`config.mk`:
```
export PLATFORM = sky130hd
export DESIGN_NAME = perkey_led_color_compositor_unit
export DESIGN_NICKNAME = d
export VERILOG_FILES = /design/src/design/plcc_pkg.sv /design/src/design/plcc_ctrl.sv /design/src/design/plcc_datapath.sv /design/src/design/perkey_led_color_compositor_unit.sv
export SDC_FILE = /design/constraint.sdc
export NUM_CORES = 1
export LEC_CHECK = 0
export BUFFER_PORTS_ARGS = -buffer_cell sky130_fd_sc_hd__buf_4
export CORE_UTILIZATION = 55
export CTS_BUF_LIST = sky130_fd_sc_hd__clkbuf_4 sky130_fd_sc_hd__clkbuf_8
export DETAILED_ROUTE_END_ITERATION = 6
export GPL_ROUTABILITY_DRIVEN = 0
export GPL_TIMING_DRIVEN = 0
export PLACE_DENSITY = 0.74
export SLEW_MARGIN = 20
export SYNTH_ARGS = -nofsm -noshare
export SYNTH_HDL_FRONTEND = slang
export SYNTH_SLANG_ARGS = --single-unit
export TNS_END_PERCENT = 100
```
`constraint.sdc`:
```
create_clock -name i_clk -period 23.7 [get_ports i_clk]
set_input_delay 7.11 -clock i_clk [delete_from_list [all_inputs] [get_ports i_clk]]
set_output_delay 7.11 -clock i_clk [all_outputs]
set_load 0.03 [all_outputs]
```
`src/design/plcc_pkg.sv`:
```
`default_nettype none

package plcc_pkg;

    typedef logic [3:0]  t_step;
    typedef logic [24:0] t_color;

    localparam t_step STEP_BRIGHT     = 4'd0;
    localparam t_step STEP_BRIGHT_DIV = 4'd1;
    localparam t_step STEP_VALUE      = 4'd2;
    localparam t_step STEP_VALUE_DIV  = 4'd3;
    localparam t_step STEP_VAL        = 4'd4;
    localparam t_step STEP_SAT        = 4'd5;
    localparam t_step STEP_REM        = 4'd6;
    localparam t_step STEP_X1         = 4'd7;
    localparam t_step STEP_X2         = 4'd8;
    localparam t_step STEP_P          = 4'd9;
    localparam t_step STEP_Q          = 4'd10;
    localparam t_step STEP_T          = 4'd11;
    localparam t_step STEP_DRAIN      = 4'd12;
    localparam t_step STEP_NONE       = 4'd15;

    localparam logic OP_KEY_EVENT = 1'b0;
    localparam logic OP_PIXEL     = 1'b1;

    localparam int OPA_W  = 14;
    localparam int OPB_W  = 23;
    localparam int PROD_W = 29;

    // Reciprocal constants: x / 100 is (x * 5243) >> 19 for x below 32768, and
    // x / 60 is (x * 17477) >> 20 for x below 16384. The *255 factors are folded in.
    localparam logic [OPB_W-1:0] RECIP_100     = 23'd5243;
    localparam logic [OPB_W-1:0] RECIP_255_100 = 23'd1336965;
    localparam logic [OPB_W-1:0] RECIP_255_60  = 23'd4456635;

    typedef struct packed {
        logic  accept;
        logic  mul_en;
        t_step step;
        logic  load_out;
    } t_cmd;

    typedef struct packed {
        logic pixel;
        logic blank;
        logic out_free;
    } t_status;

    function automatic logic [6:0] cap100(input logic [7:0] x);
        cap100 = (x > 8'd100) ? 7'd100 : x[6:0];
    endfunction

    // Exact floor(x / 255) for x below 65280, which covers any product of two 8-bit values.
    function automatic logic [7:0] div255(input logic [15:0] x);
        logic [16:0] sum;
        sum = {1'b0, x} + {9'b0, x[15:8]} + 17'd1;
        div255 = sum[15:8];
    endfunction

endpackage

`default_nettype wire

```
`src/design/plcc_ctrl.sv`:
```
`default_nettype none

module plcc_ctrl (
    input  wire logic              i_clk,
    input  wire logic              i_rst_n,
    input  wire logic              i_in_valid,
    input  wire plcc_pkg::t_status i_status,
    output logic                   o_in_stall,
    output plcc_pkg::t_cmd         o_cmd
);

    localparam logic [1:0] ST_IDLE = 2'd0;
    localparam logic [1:0] ST_RUN  = 2'd1;
    localparam logic [1:0] ST_DONE = 2'd2;

    logic [1:0]      r_state, n_state;
    plcc_pkg::t_step r_step, n_step;

    always_comb begin
        n_state        = r_state;
        n_step         = r_step;
        o_cmd          = '0;
        o_cmd.step     = plcc_pkg::STEP_NONE;
        case (r_state)
            ST_IDLE: begin
                if (i_in_valid) begin
                    o_cmd.accept = 1'b1;
                    if (i_status.pixel) begin
                        n_step  = plcc_pkg::STEP_BRIGHT;
                        n_state = i_status.blank ? ST_DONE : ST_RUN;
                    end
                end
            end
            ST_RUN: begin
                o_cmd.step   = r_step;
                o_cmd.mul_en = (r_step != plcc_pkg::STEP_DRAIN);
                if (r_step == plcc_pkg::STEP_DRAIN) begin
                    n_state = ST_DONE;
                end else begin
                    n_step = plcc_pkg::t_step'(r_step + 4'd1);
                end
            end
            ST_DONE: begin
                if (i_status.out_free) begin
                    o_cmd.load_out = 1'b1;
                    n_state        = ST_IDLE;
                end
            end
            default: begin
                n_state = ST_IDLE;
            end
        endcase
    end

    always_ff @(posedge i_clk) begin
        if (!i_rst_n) begin
            r_state <= ST_IDLE;
            r_step  <= plcc_pkg::STEP_BRIGHT;
        end else begin
            r_state <= n_state;
            r_step  <= n_step;
        end
    end

    assign o_in_stall = (r_state != ST_IDLE);

endmodule

`default_nettype wire

```
`src/design/plcc_datapath.sv`:
```
`default_nettype none

module plcc_datapath #(
    parameter int KEY_POSITIONS = 64
) (
    input  wire logic             i_clk,
    input  wire logic             i_rst_n,
    input  wire plcc_pkg::t_cmd   i_cmd,
    output plcc_pkg::t_status     o_status,
    input  wire logic             i_operation,
    input  wire logic [7:0]       i_key_position,
    input  wire logic             i_key_down,
    input  wire logic             i_led_is_underglow,
    input  wire logic             i_system_active,
    input  wire plcc_pkg::t_color i_default_color,
    input  wire plcc_pkg::t_color i_underglow_color,
    input  wire plcc_pkg::t_color i_pressed_color,
    input  wire logic             i_pressed_enable,
    input  wire logic [6:0]       i_brightness,
    input  wire logic [6:0]       i_brightness_max,
    input  wire logic             i_led_on,
    input  wire logic             i_auto_off_idle,
    output logic                  o_out_valid,
    input  wire logic             i_out_stall,
    output logic [7:0]            o_red,
    output logic [7:0]            o_green,
    output logic [7:0]            o_blue
);

    localparam int KW = (KEY_POSITIONS > 1) ? $clog2(KEY_POSITIONS) : 1;
    localparam logic [7:0] KEY_POS_LIM = 8'(KEY_POSITIONS);

    localparam logic [2:0] SECTOR_0 = 3'd0;
    localparam logic [2:0] SECTOR_1 = 3'd1;
    localparam logic [2:0] SECTOR_2 = 3'd2;
    localparam logic [2:0] SECTOR_3 = 3'd3;
    localparam logic [2:0] SECTOR_4 = 3'd4;
    localparam logic [2:0] SECTOR_5 = 3'd5;

    logic [KEY_POSITIONS-1:0] r_map;
    logic                     in_range;
    logic [KW-1:0]            key_idx;
    logic                     pressed;
    plcc_pkg::t_color         sel_color;

    logic [8:0]  r_hue;
    logic [6:0]  r_s, r_v;
    logic        r_blank;

    logic [plcc_pkg::OPA_W-1:0] opa;
    logic [plcc_pkg::OPB_W-1:0] opb;
    logic [plcc_pkg::OPA_W+plcc_pkg::OPB_W-1:0] mul_full;
    logic [plcc_pkg::PROD_W-1:0] r_prod;
    plcc_pkg::t_step r_cap_step;

    logic [7:0] r_val, r_sat, r_rem, r_x1, r_x2, r_p, r_q, r_t;
    logic [6:0] bc, mc;
    logic [8:0] hue_w;
    logic [2:0] sector;
    logic [8:0] sector_base;
    logic [5:0] rem_raw;
    logic [7:0] red_c, green_c, blue_c;

    logic       r_out_valid;
    logic [7:0] r_red, r_green, r_blue;

    assign in_range  = (i_key_position < KEY_POS_LIM);
    assign key_idx   = i_key_position[KW-1:0];
    assign pressed   = in_range && r_map[key_idx];
    assign sel_color = i_led_is_underglow ? i_underglow_color :
                       (i_pressed_enable && pressed) ? i_pressed_color : i_default_color;

    assign o_status.pixel    = (i_operation == plcc_pkg::OP_PIXEL);
    assign o_status.blank    = !i_led_on || (i_auto_off_idle && !i_system_active);
    assign o_status.out_free = !r_out_valid || !i_out_stall;

    always_ff @(posedge i_clk) begin
        if (!i_rst_n) begin
            r_map <= '0;
        end else if (i_cmd.accept && (i_operation == plcc_pkg::OP_KEY_EVENT) && in_range) begin
            r_map[key_idx] <= i_key_down;
        end
    end

    always_ff @(posedge i_clk) begin
        if (i_cmd.accept) begin
            r_hue   <= sel_color[24:16];
            r_s     <= plcc_pkg::cap100(sel_color[15:8]);
            r_v     <= plcc_pkg::cap100(sel_color[7:0]);
            r_blank <= o_status.blank;
        end
    end

    assign bc = plcc_pkg::cap100({1'b0, i_brightness});
    assign mc = plcc_pkg::cap100({1'b0, i_brightness_max});

    always_comb begin
        hue_w = (r_hue >= 9'd360) ? (r_hue - 9'd360) : r_hue;
        if (hue_w >= 9'd300) begin
            sector = SECTOR_5; sector_base = 9'd300;
        end else if (hue_w >= 9'd240) begin
            sector = SECTOR_4; sector_base = 9'd240;
        end else if (hue_w >= 9'd180) begin
            sector = SECTOR_3; sector_base = 9'd180;
        end else if (hue_w >= 9'd120) begin
            sector = SECTOR_2; sector_base = 9'd120;
        end else if (hue_w >= 9'd60) begin
            sector = SECTOR_1; sector_base = 9'd60;
        end else begin
            sector = SECTOR_0; sector_base = 9'd0;
        end
        rem_raw = 6'(hue_w - sector_base);
    end

    always_comb begin
        opa = '0;
        opb = '0;
        case (i_cmd.step)
            plcc_pkg::STEP_BRIGHT: begin
                opa = {7'b0, bc};
                opb = {16'b0, mc};
            end
            plcc_pkg::STEP_BRIGHT_DIV, plcc_pkg::STEP_VALUE_DIV: begin
                opa = r_prod[13:0];
                opb = plcc_pkg::RECIP_100;
            end
            plcc_pkg::STEP_VALUE: begin
                opa = {7'b0, r_v};
                opb = {16'b0, r_prod[25:19]};
            end
            plcc_pkg::STEP_VAL: begin
                opa = {7'b0, r_prod[25:19]};
                opb = plcc_pkg::RECIP_255_100;
            end
            plcc_pkg::STEP_SAT: begin
                opa = {7'b0, r_s};
                opb = plcc_pkg::RECIP_255_100;
            end
            plcc_pkg::STEP_REM: begin
                opa = {8'b0, rem_raw};
                opb = plcc_pkg::RECIP_255_60;
            end
            plcc_pkg::STEP_X1: begin
                opa = {6'b0, r_sat};
                opb = {15'b0, r_prod[27:20]};
            end
            plcc_pkg::STEP_X2: begin
                opa = {6'b0, r_sat};
                opb = {15'b0, 8'd255 - r_rem};
            end
            plcc_pkg::STEP_P: begin
                opa = {6'b0, r_val};
                opb = {15'b0, 8'd255 - r_sat};
            end
            plcc_pkg::STEP_Q: begin
                opa = {6'b0, r_val};
                opb = {15'b0, 8'd255 - r_x1};
            end
            plcc_pkg::STEP_T: begin
                opa = {6'b0, r_val};
                opb = {15'b0, 8'd255 - r_x2};
            end
            default: begin
                opa = '0;
                opb = '0;
            end
        endcase
    end

    assign mul_full = opa * opb;

    always_ff @(posedge i_clk) begin
        if (i_cmd.mul_en) begin
            r_prod <= mul_full[plcc_pkg::PROD_W-1:0];
        end
    end

    always_ff @(posedge i_clk) begin
        if (!i_rst_n) begin
            r_cap_step <= plcc_pkg::STEP_NONE;
        end else begin
            r_cap_step <= i_cmd.mul_en ? i_cmd.step : plcc_pkg::STEP_NONE;
        end
    end

    always_ff @(posedge i_clk) begin
        case (r_cap_step)
            plcc_pkg::STEP_VAL: r_val <= r_prod[26:19];
            plcc_pkg::STEP_SAT: r_sat <= r_prod[26:19];
            plcc_pkg::STEP_REM: r_rem <= r_prod[27:20];
            plcc_pkg::STEP_X1:  r_x1  <= plcc_pkg::div255(r_prod[15:0]);
            plcc_pkg::STEP_X2:  r_x2  <= plcc_pkg::div255(r_prod[15:0]);
            plcc_pkg::STEP_P:   r_p   <= plcc_pkg::div255(r_prod[15:0]);
            plcc_pkg::STEP_Q:   r_q   <= plcc_pkg::div255(r_prod[15:0]);
            plcc_pkg::STEP_T:   r_t   <= plcc_pkg::div255(r_prod[15:0]);
            default: begin
            end
        endcase
    end

    always_comb begin
        case (sector)
            SECTOR_0: begin red_c = r_val; green_c = r_t;   blue_c = r_p;   end
            SECTOR_1: begin red_c = r_q;   green_c = r_val; blue_c = r_p;   end
            SECTOR_2: begin red_c = r_p;   green_c = r_val; blue_c = r_t;   end
            SECTOR_3: begin red_c = r_p;   green_c = r_q;   blue_c = r_val; end
            SECTOR_4: begin red_c = r_t;   green_c = r_p;   blue_c = r_val; end
            default:  begin red_c = r_val; green_c = r_p;   blue_c = r_q;   end
        endcase
    end

    always_ff @(posedge i_clk) begin
        if (!i_rst_n) begin
            r_out_valid <= 1'b0;
        end else if (i_cmd.load_out) begin
            r_out_valid <= 1'b1;
        end else if (!i_out_stall) begin
            r_out_valid <= 1'b0;
        end
    end

    always_ff @(posedge i_clk) begin
        if (i_cmd.load_out) begin
            r_red   <= r_blank ? 8'd0 : red_c;
            r_green <= r_blank ? 8'd0 : green_c;
            r_blue  <= r_blank ? 8'd0 : blue_c;
        end
    end

    assign o_out_valid = r_out_valid;
    assign o_red       = r_red;
    assign o_green     = r_green;
    assign o_blue      = r_blue;

endmodule

`default_nettype wire

```
`src/design/perkey_led_color_compositor_unit.sv`:
```
// Key events update the key map and the block can take the next transaction right after.
// A pixel transaction runs its chain of steps on one shared multiplier, then loads the
// output register once it is free; a blanked pixel skips the multiplier steps.
// The input is stalled until the pixel's result is loaded, so pixels do not overlap.
// Synchronous active-low reset clears the key map and the handshake state and loads
// the register defaults (brightness 100, maximum 100, LEDs on).
`default_nettype none

module perkey_led_color_compositor_unit #(
    parameter int KEY_POSITIONS = 64
) (
    input  wire logic        i_clk,
    input  wire logic        i_rst_n,
    input  wire logic        i_in_valid,
    output logic             o_in_stall,
    input  wire logic        i_operation,
    input  wire logic [7:0]  i_key_position,
    input  wire logic        i_key_down,
    input  wire logic        i_led_is_underglow,
    input  wire logic        i_system_active,
    output logic             o_out_valid,
    input  wire logic        i_out_stall,
    output logic [7:0]       o_red,
    output logic [7:0]       o_green,
    output logic [7:0]       o_blue,
    input  wire logic        psel,
    input  wire logic        penable,
    input  wire logic        pwrite,
    input  wire logic [4:0]  paddr,
    input  wire logic [31:0] pwdata,
    output logic [31:0]      prdata,
    output logic             pready
);

    localparam logic [2:0] REG_DEFAULT_COLOR   = 3'd0;
    localparam logic [2:0] REG_UNDERGLOW_COLOR = 3'd1;
    localparam logic [2:0] REG_PRESSED_COLOR   = 3'd2;
    localparam logic [2:0] REG_PRESSED_ENABLE  = 3'd3;
    localparam logic [2:0] REG_BRIGHTNESS      = 3'd4;
    localparam logic [2:0] REG_BRIGHTNESS_MAX  = 3'd5;
    localparam logic [2:0] REG_LED_ON          = 3'd6;
    localparam logic [2:0] REG_AUTO_OFF_IDLE   = 3'd7;

    plcc_pkg::t_color r_default_color, r_underglow_color, r_pressed_color;
    logic             r_pressed_enable, r_led_on, r_auto_off_idle;
    logic [6:0]       r_brightness, r_brightness_max;
    logic             cfg_write;
    logic [2:0]       reg_idx;

    plcc_pkg::t_cmd    cmd;
    plcc_pkg::t_status status;

    assign pready    = 1'b1;
    assign reg_idx   = paddr[4:2];
    assign cfg_write = psel && penable && pwrite && pready;

    always_ff @(posedge i_clk) begin
        if (!i_rst_n) begin
            r_default_color   <= '0;
            r_underglow_color <= '0;
            r_pressed_color   <= '0;
            r_pressed_enable  <= 1'b0;
            r_brightness      <= 7'd100;
            r_brightness_max  <= 7'd100;
            r_led_on          <= 1'b1;
            r_auto_off_idle   <= 1'b0;
        end else if (cfg_write) begin
            case (reg_idx)
                REG_DEFAULT_COLOR:   r_default_color   <= pwdata[24:0];
                REG_UNDERGLOW_COLOR: r_underglow_color <= pwdata[24:0];
                REG_PRESSED_COLOR:   r_pressed_color   <= pwdata[24:0];
                REG_PRESSED_ENABLE:  r_pressed_enable  <= pwdata[0];
                REG_BRIGHTNESS:      r_brightness      <= pwdata[6:0];
                REG_BRIGHTNESS_MAX:  r_brightness_max  <= pwdata[6:0];
                REG_LED_ON:          r_led_on          <= pwdata[0];
                REG_AUTO_OFF_IDLE:   r_auto_off_idle   <= pwdata[0];
                default: begin
                end
            endcase
        end
    end

    always_comb begin
        case (reg_idx)
            REG_DEFAULT_COLOR:   prdata = {7'b0, r_default_color};
            REG_UNDERGLOW_COLOR: prdata = {7'b0, r_underglow_color};
            REG_PRESSED_COLOR:   prdata = {7'b0, r_pressed_color};
            REG_PRESSED_ENABLE:  prdata = {31'b0, r_pressed_enable};
            REG_BRIGHTNESS:      prdata = {25'b0, r_brightness};
            REG_BRIGHTNESS_MAX:  prdata = {25'b0, r_brightness_max};
            REG_LED_ON:          prdata = {31'b0, r_led_on};
            REG_AUTO_OFF_IDLE:   prdata = {31'b0, r_auto_off_idle};
            default:             prdata = '0;
        endcase
    end

    plcc_ctrl u_ctrl (
        .i_clk      (i_clk),
        .i_rst_n    (i_rst_n),
        .i_in_valid (i_in_valid),
        .i_status   (status),
        .o_in_stall (o_in_stall),
        .o_cmd      (cmd)
    );

    plcc_datapath #(
        .KEY_POSITIONS (KEY_POSITIONS)
    ) u_datapath (
        .i_clk              (i_clk),
        .i_rst_n            (i_rst_n),
        .i_cmd              (cmd),
        .o_status           (status),
        .i_operation        (i_operation),
        .i_key_position     (i_key_position),
        .i_key_down         (i_key_down),
        .i_led_is_underglow (i_led_is_underglow),
        .i_system_active    (i_system_active),
        .i_default_color    (r_default_color),
        .i_underglow_color  (r_underglow_color),
        .i_pressed_color    (r_pressed_color),
        .i_pressed_enable   (r_pressed_enable),
        .i_brightness       (r_brightness),
        .i_brightness_max   (r_brightness_max),
        .i_led_on           (r_led_on),
        .i_auto_off_idle    (r_auto_off_idle),
        .o_out_valid        (o_out_valid),
        .i_out_stall        (i_out_stall),
        .o_red              (o_red),
        .o_green            (o_green),
        .o_blue             (o_blue)
    );

endmodule

`default_nettype wire

```
==> results.toml <==
[synth]
synth-adder-area-share_pct = 20.90
yosysTopAreaCellShare_pct = 19.23
synth_compound_area_share_pct = 14.06
yosys.area_share.xor_xnor_pct = 1.720
yosys.area.top_type = "edfxtp_1"
synth_area_um2 = 21390
synth_area_per_cell_um2 = 8.954
async_flop_share_pct = 0
yosysMostFrequentCell = "nand2_1"
synth_seq_cells = 304
synth_edf_count = 137
synth-main-ff-cell = "dfxtp_1"
synth_top_family_by_area = "adder cells"
ys_top_cells_by_count = "nand2_1, inv_1, a21oi_1"
synthMuxAreaShare_pct = 4.644
ys_top_cells_by_area = "edfxtp_1, dfxtp_1, fa_1"
ys_warn_count = 0
synth_cells = 2389
ys_seq_area_share_pct = 34.86
synth-simple-area-share_pct = 16.68
post_synth_num_cell_types = 74

[grt]
grt_antenna_before_repair = 1
grt_pass1_vias = 17750
grt_pass1_wl_mm = 96.10
track_usage_pct = 31.23
grt_overflow = 0
grt_max_degree = 28

[clock_network]
post_cts_buffers = 0
clockBufferDepth = 3
cts.repair.resized = 0
numCtsBuffers = 49
clock_latency_ps = 610
cts_tree = "done"
clk_pin_slew_ps = 60
root_buffer = "clkbuf_8"
cts_hold_buf = 0
clkSinkCount = 304
htree_levels = 2

[timing]
setup_viol = 0
maxSlewHeadroom_pct = 26.04
tightest_slew_ps = 1101
finalWorstSetupSlack_ps = 7018
period_needed_ps = 16680
clock.fmax_mhz = 59.95
slew_viol_final = 0
hold_viol_final = 0
rsz0062_at_grt = "no"
finalClockSkew_ps = 63.33
fin_crit_sh_pct = 70.39
final.setup.tns_ps = 0

[finish]
diodes = 0
nets = 2900
syn2layout_area_growth_pct = 12.79
design_area_um2 = 24130
drive_gt1_share_pct = 10.49
fill_cells = 3186

[detailed_routing]
totalWireLength_mm = 61.03
drt_iter0_markers = 2144
vias = 18490
drt-wirelength-per-cell_um = 19.54
first_pass_iters = 7
viasPerCell = 5.919
drc_errors = 15
antenna_left = 0

[critical_path]
crit_arrival_ps = 9570
setup.worst_path.start_class = "primary input"
required_ps = 16590
criticalPathCategory = "in -> out"
cp-end-kind = "primary output"
path_max_fanout = 10

[placement]
portBuffers = 90
hpwlAfterDp_mm = 46.16
post-place-ws_ps = 7073
place_area_um2 = 22980

[die]
die_x_um = 199.2
dieArea_um2 = 39690
initial_core_util_pct = 56.39
rows = 71
core-area_um2 = 37930
io_pins = 115
dieHeight_um = 199.2

[pwr]
power.density_nw_per_um2 = 53.98
p_leak_uw = 0.01010
power_uw = 1302
vdd_drop_max_v = 0.00004620

[job]
drv_cap = 0

[run_status]
status = "complete, but fails checks"
violations = "DRC"

[hold_path]
hold_class = "reg -> reg"
cell families after synthesis:
| family | Yosys count |
|---|---|
| flops | 304 |
| xor+xnor | 42 |
| simple gates | 812 |
| mux | 92 |
| fa+ha+maj | 271 |
| compound gates | 484 |
| buf+inv | 382 |
| other cells | 2 |
critical path, stage by stage:
cell      delay [ps]
clkbuf_1         400
clkbuf_1         590
buf_1            680
mux2i_1          270
nor2_1            60
a21oi_1          190
nor2_1            70
buf_4            180
path summary, 6_finish.rpt:
kind / slack (ps) / cells after the start / start / end
max: 7020 / 8 / paddr[3] / prdata[16]
min: 460 / 2 / u_datapath.r_map[11] / u_datapath.r_map[11]
max reg2reg: 12530 / 41 / u_datapath.r_hue[3] / u_datapath.r_prod[26]
min reg2reg: 460 / 2 / u_datapath.r_map[11] / u_datapath.r_map[11]
layout make-up:
class / instances / area [um^2] / area share (%)
plain buffers: 126 / 558.0 / 2.313
clock buffers: 78 / 960.9 / 3.983
inverters: 256 / 960.9 / 3.983
repair buffers: 93 / 738.2 / 3.060
clock inverters: 13 / 172.7 / 0.7157
flip-flops and latches: 304 / 7457 / 30.91
multi-input cells: 1743 / 12640 / 52.39
well taps: 511 / 639.4 / 2.650
layer usage:
layer | vias to the layer above | GRT usage (%) | wire length [um]
met3 | 176 | 3.730 | 5569
met1 | 8841 | 42.69 | 25010
met4 | 2 | 11.71 | 2250
li1 | 8440 | - | -
met2 | 1031 | 50.86 | 28190
met5 | - | 0 | 12
power breakdown:
| group | internal, uW | total (uW) | switching (uW) |
|---|---|---|---|
| Combinational | 73.5 | 204 | 130 |
| Clock | 302 | 521 | 219 |
| Sequential | 566 | 578 | 12.2 |
sequential cells by signal, summed over array words and instances (netlist names), 8 cells and up:
signal,cells
r_default_color,25
r_pressed_color,25
r_underglow_color,25
u_datapath.o_blue,8
u_datapath.o_green,8
u_datapath.o_red,8
u_datapath.r_hue,9
u_datapath.r_map,64
u_datapath.r_p,8
u_datapath.r_prod,25
u_datapath.r_q,8
u_datapath.r_rem,8
u_datapath.r_sat,8
u_datapath.r_t,8
u_datapath.r_val,8
u_datapath.r_x1,8
u_datapath.r_x2,8
cells in the final DEF (no fill, tap or decap), types with 71 or more instances in the layout:
cell        n
nand2_1   373
inv_1     256
a21oi_1   214
nor2_1    202
dfxtp_1   167
fa_1      144
edfxtp_1  137
ha_1      127
buf_4     104
clkbuf_1   91
nand3_1    71
o21ai_0    71
per-stage QoR:
stage,utilization [%],instances,hold slack (ps)
after floorplan,-,2429,420.8
after global placement,60.26,3030,439.9
after detailed placement,60.59,3033,447.9
after CTS,63.57,3124,456.8
after global routing,63.60,3124,471.1
final,63.60,3124,456.0
Note: power is estimated with default switching activity, not from simulation.
